$ cat src/rtl/bfl_pkg.sv
// Shared types and constants for the battery fault latch block.
// No dependencies; imported by every module under rtl/.
package bfl_pkg;

    // Hysteresis margins between a limit and its recovery band.
    localparam logic [10:0] MARGIN_VOLT_MV = 11'd1500;
    localparam logic [10:0] MARGIN_CURR_MA = 11'd2000;
    localparam logic [4:0]  MARGIN_TEMP_DC = 5'd30;

    // Configuration port geometry.
    localparam int CFG_ADDR_BITS = 3;
    localparam int CFG_DATA_BITS = 18;

    // Register indexes on the configuration port.
    typedef enum logic [CFG_ADDR_BITS-1:0] {
        REG_OV_LIMIT  = 3'd0,
        REG_UV_LIMIT  = 3'd1,
        REG_OC_LIMIT  = 3'd2,
        REG_OT_LIMIT  = 3'd3,
        REG_REC_DELAY = 3'd4
    } t_reg_idx;

    // Reset values of the configuration registers.
    localparam logic [16:0] RST_OV_LIMIT  = 17'd54600;
    localparam logic [16:0] RST_UV_LIMIT  = 17'd42000;
    localparam logic [17:0] RST_OC_LIMIT  = 18'd30000;
    localparam logic [11:0] RST_OT_LIMIT  = 12'd600;
    localparam logic [15:0] RST_REC_DELAY = 16'd3000;

    // Fault channel numbering.
    localparam int FLT_OV = 0;
    localparam int FLT_UV = 1;
    localparam int FLT_OC = 2;
    localparam int FLT_OT = 3;
    localparam int NUM_FLT = 4;

    // Current configuration as seen by the datapath.
    typedef struct packed {
        logic [16:0]        ov_limit;
        logic [16:0]        uv_limit;
        logic [17:0]        oc_limit;
        logic signed [11:0] ot_limit;
        logic [15:0]        rec_delay;
    } t_cfg;

    // Status of one fault latch.
    typedef struct packed {
        logic flag;
        logic busy;
    } t_latch_stat;

endpackage

$ cat src/rtl/battery_fault_latch_with_recovery_core.sv
// Top level of the battery fault latch block: sample register, limit compares,
// four recovery latches and the result channel. Depends on bfl_pkg,
// bfl_cfg_regs and bfl_latch.
//
//  channel   | direction | handshake           | beat
//  ----------+-----------+---------------------+---------------------------------
//  sample    | in        | i_valid / o_ready   | valid flag, voltage, current,
//            |           |                     | temperature, time
//  result    | out       | o_valid / i_ready   | four fault latches, two disables
//  config    | in        | i_cfg_we            | register index and write data
//
// One sample per cycle while results are taken. A sample is registered on
// acceptance and resolved once the result slot frees: limit compares and
// timer updates write the latches, which drive the result beat directly.
// The latches update only when the result slot is empty or being taken;
// while a result stalls, one more sample waits in the input register.
// Synchronous active-low reset clears latches, timers and the handshake and
// loads the limit defaults.
module battery_fault_latch_with_recovery_core
    import bfl_pkg::*;
#(
    parameter int TIME_BITS = 32
) (
    input  logic                     i_clk,
    input  logic                     i_rst_n,
    input  logic                     i_valid,
    output logic                     o_ready,
    input  logic                     i_voltage_valid,
    input  logic [16:0]              i_battery_voltage_mv,
    input  logic signed [18:0]       i_battery_current_ma,
    input  logic signed [11:0]       i_battery_temp_dc,
    input  logic [31:0]              i_time_ms,
    output logic                     o_valid,
    input  logic                     i_ready,
    output logic                     o_over_voltage_fault,
    output logic                     o_under_voltage_fault,
    output logic                     o_over_current_fault,
    output logic                     o_over_temp_fault,
    output logic                     o_charge_disable,
    output logic                     o_load_disable,
    input  logic                     i_cfg_we,
    input  logic [CFG_ADDR_BITS-1:0] i_cfg_addr,
    input  logic [CFG_DATA_BITS-1:0] i_cfg_data
);

    t_cfg                 cfg;
    t_latch_stat          stat [NUM_FLT];
    logic [NUM_FLT-1:0]   trip;
    logic [NUM_FLT-1:0]   safe;

    logic                 r_in_valid;
    logic                 r_out_valid;
    logic                 r_volt_ok;
    logic [16:0]          r_volt;
    logic signed [18:0]   r_curr;
    logic signed [11:0]   r_temp;
    logic [TIME_BITS-1:0] r_now;

    logic                 advance;
    logic                 in_take;
    logic [TIME_BITS+31:0] time_ext;
    logic [18:0]          abs_curr;
    logic signed [12:0]   temp_x;
    logic signed [12:0]   tlim_x;

    bfl_cfg_regs u_cfg (
        .i_clk      (i_clk),
        .i_rst_n    (i_rst_n),
        .i_cfg_we   (i_cfg_we),
        .i_cfg_addr (i_cfg_addr),
        .i_cfg_data (i_cfg_data),
        .o_cfg      (cfg)
    );

    // Handshake: move the held sample into the latches when the result slot frees.
    assign advance = r_in_valid && (!r_out_valid || i_ready);
    assign o_ready = !r_in_valid || advance;
    assign in_take = i_valid && o_ready;

    always_ff @(posedge i_clk) begin
        if (!i_rst_n) begin
            r_in_valid  <= 1'b0;
            r_out_valid <= 1'b0;
        end else begin
            if (in_take) begin
                r_in_valid <= 1'b1;
            end else if (advance) begin
                r_in_valid <= 1'b0;
            end
            if (advance) begin
                r_out_valid <= 1'b1;
            end else if (i_ready) begin
                r_out_valid <= 1'b0;
            end
        end
    end

    // Capture the sample beat; the time is cut or widened to the timer width.
    assign time_ext = {{TIME_BITS{1'b0}}, i_time_ms};

    always_ff @(posedge i_clk) begin
        if (in_take) begin
            r_volt_ok <= i_voltage_valid;
            r_volt    <= i_battery_voltage_mv;
            r_curr    <= i_battery_current_ma;
            r_temp    <= i_battery_temp_dc;
            r_now     <= time_ext[TIME_BITS-1:0];
        end
    end

    // Limit compares; margins are added rather than subtracted, so no sum can underflow.
    assign abs_curr = r_curr[18] ? (~r_curr + 19'd1) : r_curr;
    assign temp_x   = {r_temp[11], r_temp};
    assign tlim_x   = {cfg.ot_limit[11], cfg.ot_limit};

    always_comb begin
        trip[FLT_OV] = r_volt > cfg.ov_limit;
        safe[FLT_OV] = ({1'b0, r_volt} + {7'd0, MARGIN_VOLT_MV}) < {1'b0, cfg.ov_limit};
        trip[FLT_UV] = r_volt < cfg.uv_limit;
        safe[FLT_UV] = {1'b0, r_volt} > ({1'b0, cfg.uv_limit} + {7'd0, MARGIN_VOLT_MV});
        trip[FLT_OC] = {1'b0, abs_curr} > {2'b0, cfg.oc_limit};
        safe[FLT_OC] = ({1'b0, abs_curr} + {9'd0, MARGIN_CURR_MA}) < {2'b0, cfg.oc_limit};
        trip[FLT_OT] = temp_x > tlim_x;
        safe[FLT_OT] = (temp_x + $signed({8'd0, MARGIN_TEMP_DC})) < tlim_x;
    end

    // One latch per fault; an invalid sample still produces a result.
    for (genvar k = 0; k < NUM_FLT; k++) begin : g_latch
        bfl_latch #(
            .TIME_BITS (TIME_BITS)
        ) u_latch (
            .i_clk    (i_clk),
            .i_rst_n  (i_rst_n),
            .i_update (advance && r_volt_ok),
            .i_trip   (trip[k]),
            .i_safe   (safe[k]),
            .i_now    (r_now),
            .i_delay  (cfg.rec_delay),
            .o_stat   (stat[k])
        );
    end

    // Result beat: latches hold still while it stalls.
    assign o_valid               = r_out_valid;
    assign o_over_voltage_fault  = stat[FLT_OV].flag;
    assign o_under_voltage_fault = stat[FLT_UV].flag;
    assign o_over_current_fault  = stat[FLT_OC].flag;
    assign o_over_temp_fault     = stat[FLT_OT].flag;
    assign o_charge_disable      = stat[FLT_OV].flag || stat[FLT_OT].flag;
    assign o_load_disable        = stat[FLT_UV].flag || stat[FLT_OC].flag
                                   || stat[FLT_OT].flag;

    // A held sample is not dropped while the result stalls.
    a_hold_sample: assert property (@(posedge i_clk) disable iff (!i_rst_n)
        r_in_valid && !advance |=> r_in_valid)
        else $error("held sample lost while result stalled");

    // A fault clears only after its recovery timer ran.
    for (genvar k = 0; k < NUM_FLT; k++) begin : g_chk
        a_clear_after_timer: assert property (@(posedge i_clk) disable iff (!i_rst_n)
            $past(i_rst_n) && $fell(stat[k].flag) |-> $past(stat[k].busy))
            else $error("fault cleared without a running recovery timer");

        a_trip_idles_timer: assert property (@(posedge i_clk) disable iff (!i_rst_n)
            advance && r_volt_ok && trip[k] |=> stat[k].flag && !stat[k].busy)
            else $error("trip did not set the fault and idle its timer");
    end

endmodule

$ cat src/rtl/bfl_cfg_regs.sv
// Configuration register file for the battery fault latch block.
// Depends on bfl_pkg for register indexes, reset values and t_cfg.
module bfl_cfg_regs
    import bfl_pkg::*;
(
    input  logic                     i_clk,
    input  logic                     i_rst_n,
    input  logic                     i_cfg_we,
    input  logic [CFG_ADDR_BITS-1:0] i_cfg_addr,
    input  logic [CFG_DATA_BITS-1:0] i_cfg_data,
    output t_cfg                     o_cfg
);

    t_cfg r_cfg;
    t_cfg n_cfg;

    // Decode the write index and replace the addressed register.
    always_comb begin
        n_cfg = r_cfg;
        if (i_cfg_we) begin
            unique case (t_reg_idx'(i_cfg_addr))
                REG_OV_LIMIT:  n_cfg.ov_limit  = i_cfg_data[16:0];
                REG_UV_LIMIT:  n_cfg.uv_limit  = i_cfg_data[16:0];
                REG_OC_LIMIT:  n_cfg.oc_limit  = i_cfg_data[17:0];
                REG_OT_LIMIT:  n_cfg.ot_limit  = $signed(i_cfg_data[11:0]);
                REG_REC_DELAY: n_cfg.rec_delay = i_cfg_data[15:0];
                default: ;
            endcase
        end
    end

    always_ff @(posedge i_clk) begin
        if (!i_rst_n) begin
            r_cfg.ov_limit  <= RST_OV_LIMIT;
            r_cfg.uv_limit  <= RST_UV_LIMIT;
            r_cfg.oc_limit  <= RST_OC_LIMIT;
            r_cfg.ot_limit  <= $signed(RST_OT_LIMIT);
            r_cfg.rec_delay <= RST_REC_DELAY;
        end else begin
            r_cfg <= n_cfg;
        end
    end

    assign o_cfg = r_cfg;

endmodule

$ cat src/rtl/bfl_latch.sv
// One fault latch with its hysteresis recovery timer.
// Depends on bfl_pkg for t_latch_stat.
module bfl_latch
    import bfl_pkg::*;
#(
    parameter int TIME_BITS = 32
) (
    input  logic                 i_clk,
    input  logic                 i_rst_n,
    input  logic                 i_update,
    input  logic                 i_trip,
    input  logic                 i_safe,
    input  logic [TIME_BITS-1:0] i_now,
    input  logic [15:0]          i_delay,
    output t_latch_stat          o_stat
);

    logic                 r_flag;
    logic                 n_flag;
    logic [TIME_BITS-1:0] r_start;
    logic [TIME_BITS-1:0] n_start;
    logic [TIME_BITS-1:0] elapsed;
    logic                 expired;

    // Elapsed time wraps at the timer width; a start of zero means idle.
    assign elapsed = i_now - r_start;
    assign expired = {1'b0, elapsed} > {{(TIME_BITS - 15){1'b0}}, i_delay};

    // Set on trip, time the stay in the safe band, restart elsewhere.
    always_comb begin
        n_flag  = r_flag;
        n_start = r_start;
        if (i_update) begin
            if (i_trip) begin
                n_flag  = 1'b1;
                n_start = '0;
            end else if (i_safe) begin
                if (r_flag) begin
                    if (r_start == '0) begin
                        n_start = i_now;
                    end else if (expired) begin
                        n_flag  = 1'b0;
                        n_start = '0;
                    end
                end
            end else begin
                n_start = '0;
            end
        end
    end

    always_ff @(posedge i_clk) begin
        if (!i_rst_n) begin
            r_flag  <= 1'b0;
            r_start <= '0;
        end else begin
            r_flag  <= n_flag;
            r_start <= n_start;
        end
    end

    assign o_stat.flag = r_flag;
    assign o_stat.busy = (r_start != '0);

endmodule

$ cat config.mk
export PLATFORM = sky130hd
export DESIGN_NAME = battery_fault_latch_with_recovery_core
export DESIGN_NICKNAME = d
export VERILOG_FILES = /design/src/rtl/bfl_pkg.sv /design/src/rtl/battery_fault_latch_with_recovery_core.sv /design/src/rtl/bfl_cfg_regs.sv /design/src/rtl/bfl_latch.sv
export SDC_FILE = /design/constraint.sdc
export NUM_CORES = 1
export LEC_CHECK = 0
export ABC_AREA = 0
export BUFFER_PORTS_ARGS = -buffer_cell sky130_fd_sc_hd__buf_4
export CAP_MARGIN = 20
export CORE_MARGIN = 2
export CORE_UTILIZATION = 53
export DETAILED_ROUTE_END_ITERATION = 8
export GPL_ROUTABILITY_DRIVEN = 0
export GPL_TIMING_DRIVEN = 0
export PLACE_DENSITY = 0.7
export SLEW_MARGIN = 10
export SYNTH_ARGS = -nofsm -noshare
export SYNTH_HDL_FRONTEND = slang
export SYNTH_SLANG_ARGS = --single-unit
$ cat constraint.sdc
create_clock -name i_clk -period 4.6 [get_ports i_clk]
set_clock_uncertainty 0.05 [all_clocks]
set_input_delay 0.23 -clock i_clk [delete_from_list [all_inputs] [get_ports i_clk]]
set_output_delay 0.23 -clock i_clk [all_outputs]
set_load 0.05 [all_outputs]
==> metrics <==
Unique masters post-synth 95; worst-path fanout max 7; Mapped Cells 2803; row count 77; DIE HEIGHT 214.5 um; Diodes inserted 0; slowest cell delay on critical path 0.58 ns; Crit path arrival time 5.70 ns; RSZ-0062 raised after global routing yes; DIE AREA 46020 um^2; Seq/Total Area, Yosys 0.2859; peak supply drop 0.3538 mV; most frequent cell after synthesis ha_1; maximum clock frequency 190.4 MHz; Post-DRT Antenna Nets 0; drt first-iter violations 2004; CP top delay family simple AND/OR/NAND/NOR gates; Psw 2361 uW; vias in the first global route 23.25k; Buf+Inv Stages, Crit Path 4; Yosys reg bits 295; Hold Path Origin i_cfg_addr[0]; layout cells sized above 1 0.1438; clock share of power 0.388; CP endpoint kind flip-flop; Fin. Hold Viols 0; Worst Setup SP r_curr[7]$_DFFE_PP_; Worst path slowest cell or4_4; critical path class flip-flop to flip-flop; max-cap violations 0; worst-margin pin slew 1.077 ns; fraction of registers with async set/reset 0; post-place setup slack -1.616 ns; worst-case clock buffer depth 3; Ports 115; switch share 0.3060; Seq. cell area 6716 um^2; PortBufs 114; P per Cell Area 264.4 nW/um^2; DRC viols 0; DRT Wirelength 76250 um; Logic pwr share 0.243; core footprint 44030 um^2; area leader, netlist dfxtp_1; Via Count 23.50k; clk root buf clkbuf_16; failing checks negative setup slack; minimum clock period 5.252 ns; sequential power share 0.369; Primary FF master, synth dfxtp_1; die width 214.5 um; largest net degree at the start of global routing 56; Final Cycle Share 1.142; Finished Layout Cells 3778; Leakage 0.01145 uW; reg2reg start r_curr[7]$_DFFE_PP_; fillcell total 3626; Cell Count Post-Placement 3511; area occupied by multi-input gates 16130 um^2; crit path setup slack, layout -0.6524 ns; final slew viol count 0; TritonCTS clock tree yes; Core Util, Final 0.6627; cell area after synthesis 23490 um^2; Layout Nets 3585; H-tree levels 2; setup violators final 132; Yosys warnings 0; clk sink count 295; Min-Delay Path Class input port to flip-flop; initial antenna violation count 0; WP data required 5.04 ns; outcome finished with violations; ranking of synthesized cells by area dfxtp_1, ha_1, edfxtp_1; number of CTS-inserted buffers 36; Via density 6.220; Slew HR 0.2822; worst skew pair latency 0.56 ns; top cells by count, synth ha_1, a21oi_1, nand2_1; Wirelength per Cell 20.18 um; Area Growth Syn to Fin 24.20%; Initial Util 0.5335; first-pass GRT wire length 120300 um; Tot GR Track Use 0.3217; startpoint class of the critical path flip-flop; GR Overflow Total 0; syn_nets 3227; Yosys top cell area share 0.1824; Reg clk slew, reported paths 0.06 ns; cell chain of the critical path or3_1, or4_4, o31ai_4, xor2_2, inv_2, o2111ai_4, or3_1, xnor2_1, ha_1, a21oi_1, nor2b_1, or4_1, inv_2, o311ai_4, or4_4, o31ai_4, buf_6, buf_6, a22o_1; Post-synth EDFFs 81; Synth Area per Inst 8.380 um^2; DP HPWL 56000 um; Int Pwr 5353 uW; Pre-Repair DR Iteration Count 6
[path summary, 6_finish.rpt]
kind                                                                     to  slack (ns)  cells after the start
worst max-delay path            g_latch[2].u_latch.r_start[19]$_SDFFE_PN0P_       -0.65                     19
worst min-delay path                           u_cfg.o_cfg[31]$_SDFFE_PN0P_        0.04                      4
worst max register to register  g_latch[2].u_latch.r_start[19]$_SDFFE_PN0P_       -0.65                     19
worst min register to register                 u_cfg.o_cfg[14]$_SDFFE_PN0P_        0.41                      2
[per-layer routing]
metal	track usage	vias to the layer above	part of all wire
li1	-	11146	-
met1	0.4193	11154	0.43
met2	0.5300	968	0.46
met3	0.05177	230	0.072
met4	0.1352	0	0.044
met5	0	-	0
[per-stage QoR]
step | power, uW | setup TNS, ns | area [um^2] | hold WS (ns)
after CTS | 7660 | -69.81 | 28860 | 0.008205
final | 7714 | -69.44 | 29180 | 0.03865
after global placement | 4377 | -168.98 | 25160 | 0.3578
after floorplan | 3954 | -11.97 | 23570 | 0.2789
after detailed placement | 4439 | -181.03 | 25200 | 0.3594
after global routing | 8040 | -89.94 | 29180 | 0.04770
[placed cells by master, fill, tap and decap left out, types with 10 or more instances in the layout]
master | Yosys | layout
edfxtp_1 | 81 | 81
inv_2 | 2 | 10
o211ai_1 | 57 | 57
a211oi_1 | 56 | 21
clkbuf_1 | 97 | 91
o21bai_1 | 11 | 11
and2_1 | 11 | 10
or3_1 | 20 | 18
o2111ai_1 | 15 | 11
a211oi_2 | 0 | 35
nor3_1 | 31 | 27
o21a_1 | 25 | 25
dlygate4sd3_1 | 0 | 101
a22o_1 | 65 | 65
buf_4 | 0 | 193
a21o_1 | 62 | 62
nand3_1 | 46 | 46
o21ai_1 | 24 | 21
buf_6 | 4 | 32
xor2_1 | 58 | 56
nor2b_1 | 40 | 40
ha_1 | 313 | 307
inv_1 | 249 | 241
a32o_1 | 34 | 34
nand4_1 | 73 | 73
a21oi_2 | 0 | 10
nand2b_1 | 14 | 13
xnor2_1 | 90 | 89
a21oi_1 | 298 | 287
and3_1 | 19 | 18
or2_2 | 13 | 13
a31oi_1 | 23 | 21
o21ai_0 | 92 | 86
nand2_1 | 283 | 283
nor2_1 | 118 | 114
o31ai_1 | 21 | 21
nor4_1 | 52 | 46
clkbuf_16 | 0 | 42
dfxtp_1 | 214 | 214
[timing repair]
action | 4_1_cts | 5_1_grt
buffers inserted | 75 | 24
hold buffers | 101 | 0
endpoints found under the hold margin | 163 | 0
setup endpoints to repair | 132 | 132
pin swaps | 161 | 48
resized for setup | 174 | 36
cloned | 12 | 0
[logic make-up (layout without fill, tap and decap cells)]
| group | Yosys count | in the layout | synth area share |
|---|---|---|---|
| xor+xnor | 149 | 149 | 0.05588 |
| mux | 7 | 7 | 0.003143 |
| compound gates | 900 | 900 | 0.2622 |
| flops | 295 | 295 | 0.2859 |
| buf+inv | 365 | 748 | 0.06008 |
| fa+ha+maj | 317 | 317 | 0.1701 |
| simple gates | 770 | 770 | 0.1627 |
[power groups by stage]
stage,registers (uW),clock network [uW],logic (uW)
2_1_floorplan,2870,0,1090
3_3_place_gp,2920,0,1460
3_5_place_dp,2920,0,1520
4_1_cts,2850,3030,1780
5_1_grt,2850,3140,2050
6_report,2850,2990,1870
[sequential cells by signal, indices dropped and copies added (netlist names)]
| register | flops |
|---|---|
| g_latch.u_latch.r_start | 128 |
| u_cfg.o_cfg | 80 |
| r_now | 32 |
| r_curr | 19 |
| r_volt | 17 |
| r_temp | 12 |
| g_latch.u_latch.r_flag | 4 |
| o_valid | 1 |
| r_in_valid | 1 |
| r_volt_ok | 1 |
[worst register-to-register path: stages, from the launching register on]
cell	delay, ns
edfxtp_1	0.51
or3_1	0.42
or4_4	0.56
o31ai_4	0.27
xor2_2	0.12
inv_2	0.09
o2111ai_4	0.12
or3_1	0.40
xnor2_1	0.14
ha_1	0.29
a21oi_1	0.16
nor2b_1	0.06
or4_1	0.52
inv_2	0.09
o311ai_4	0.17
or4_4	0.58
o31ai_4	0.23
buf_6	0.17
buf_6	0.12
a22o_1	0.15
[layout make-up]
type,instances,area share
Multi-Input combinational cell,2143,0.5527
Sequential cell,295,0.2302
Timing Repair Buffer,325,0.09821
Clock buffer,50,0.03662
Inverter,251,0.03229
Tap cell,592,0.02539
Buffer,109,0.01908
Clock inverter,13,0.005489
Power figures use the tool's default switching activity.
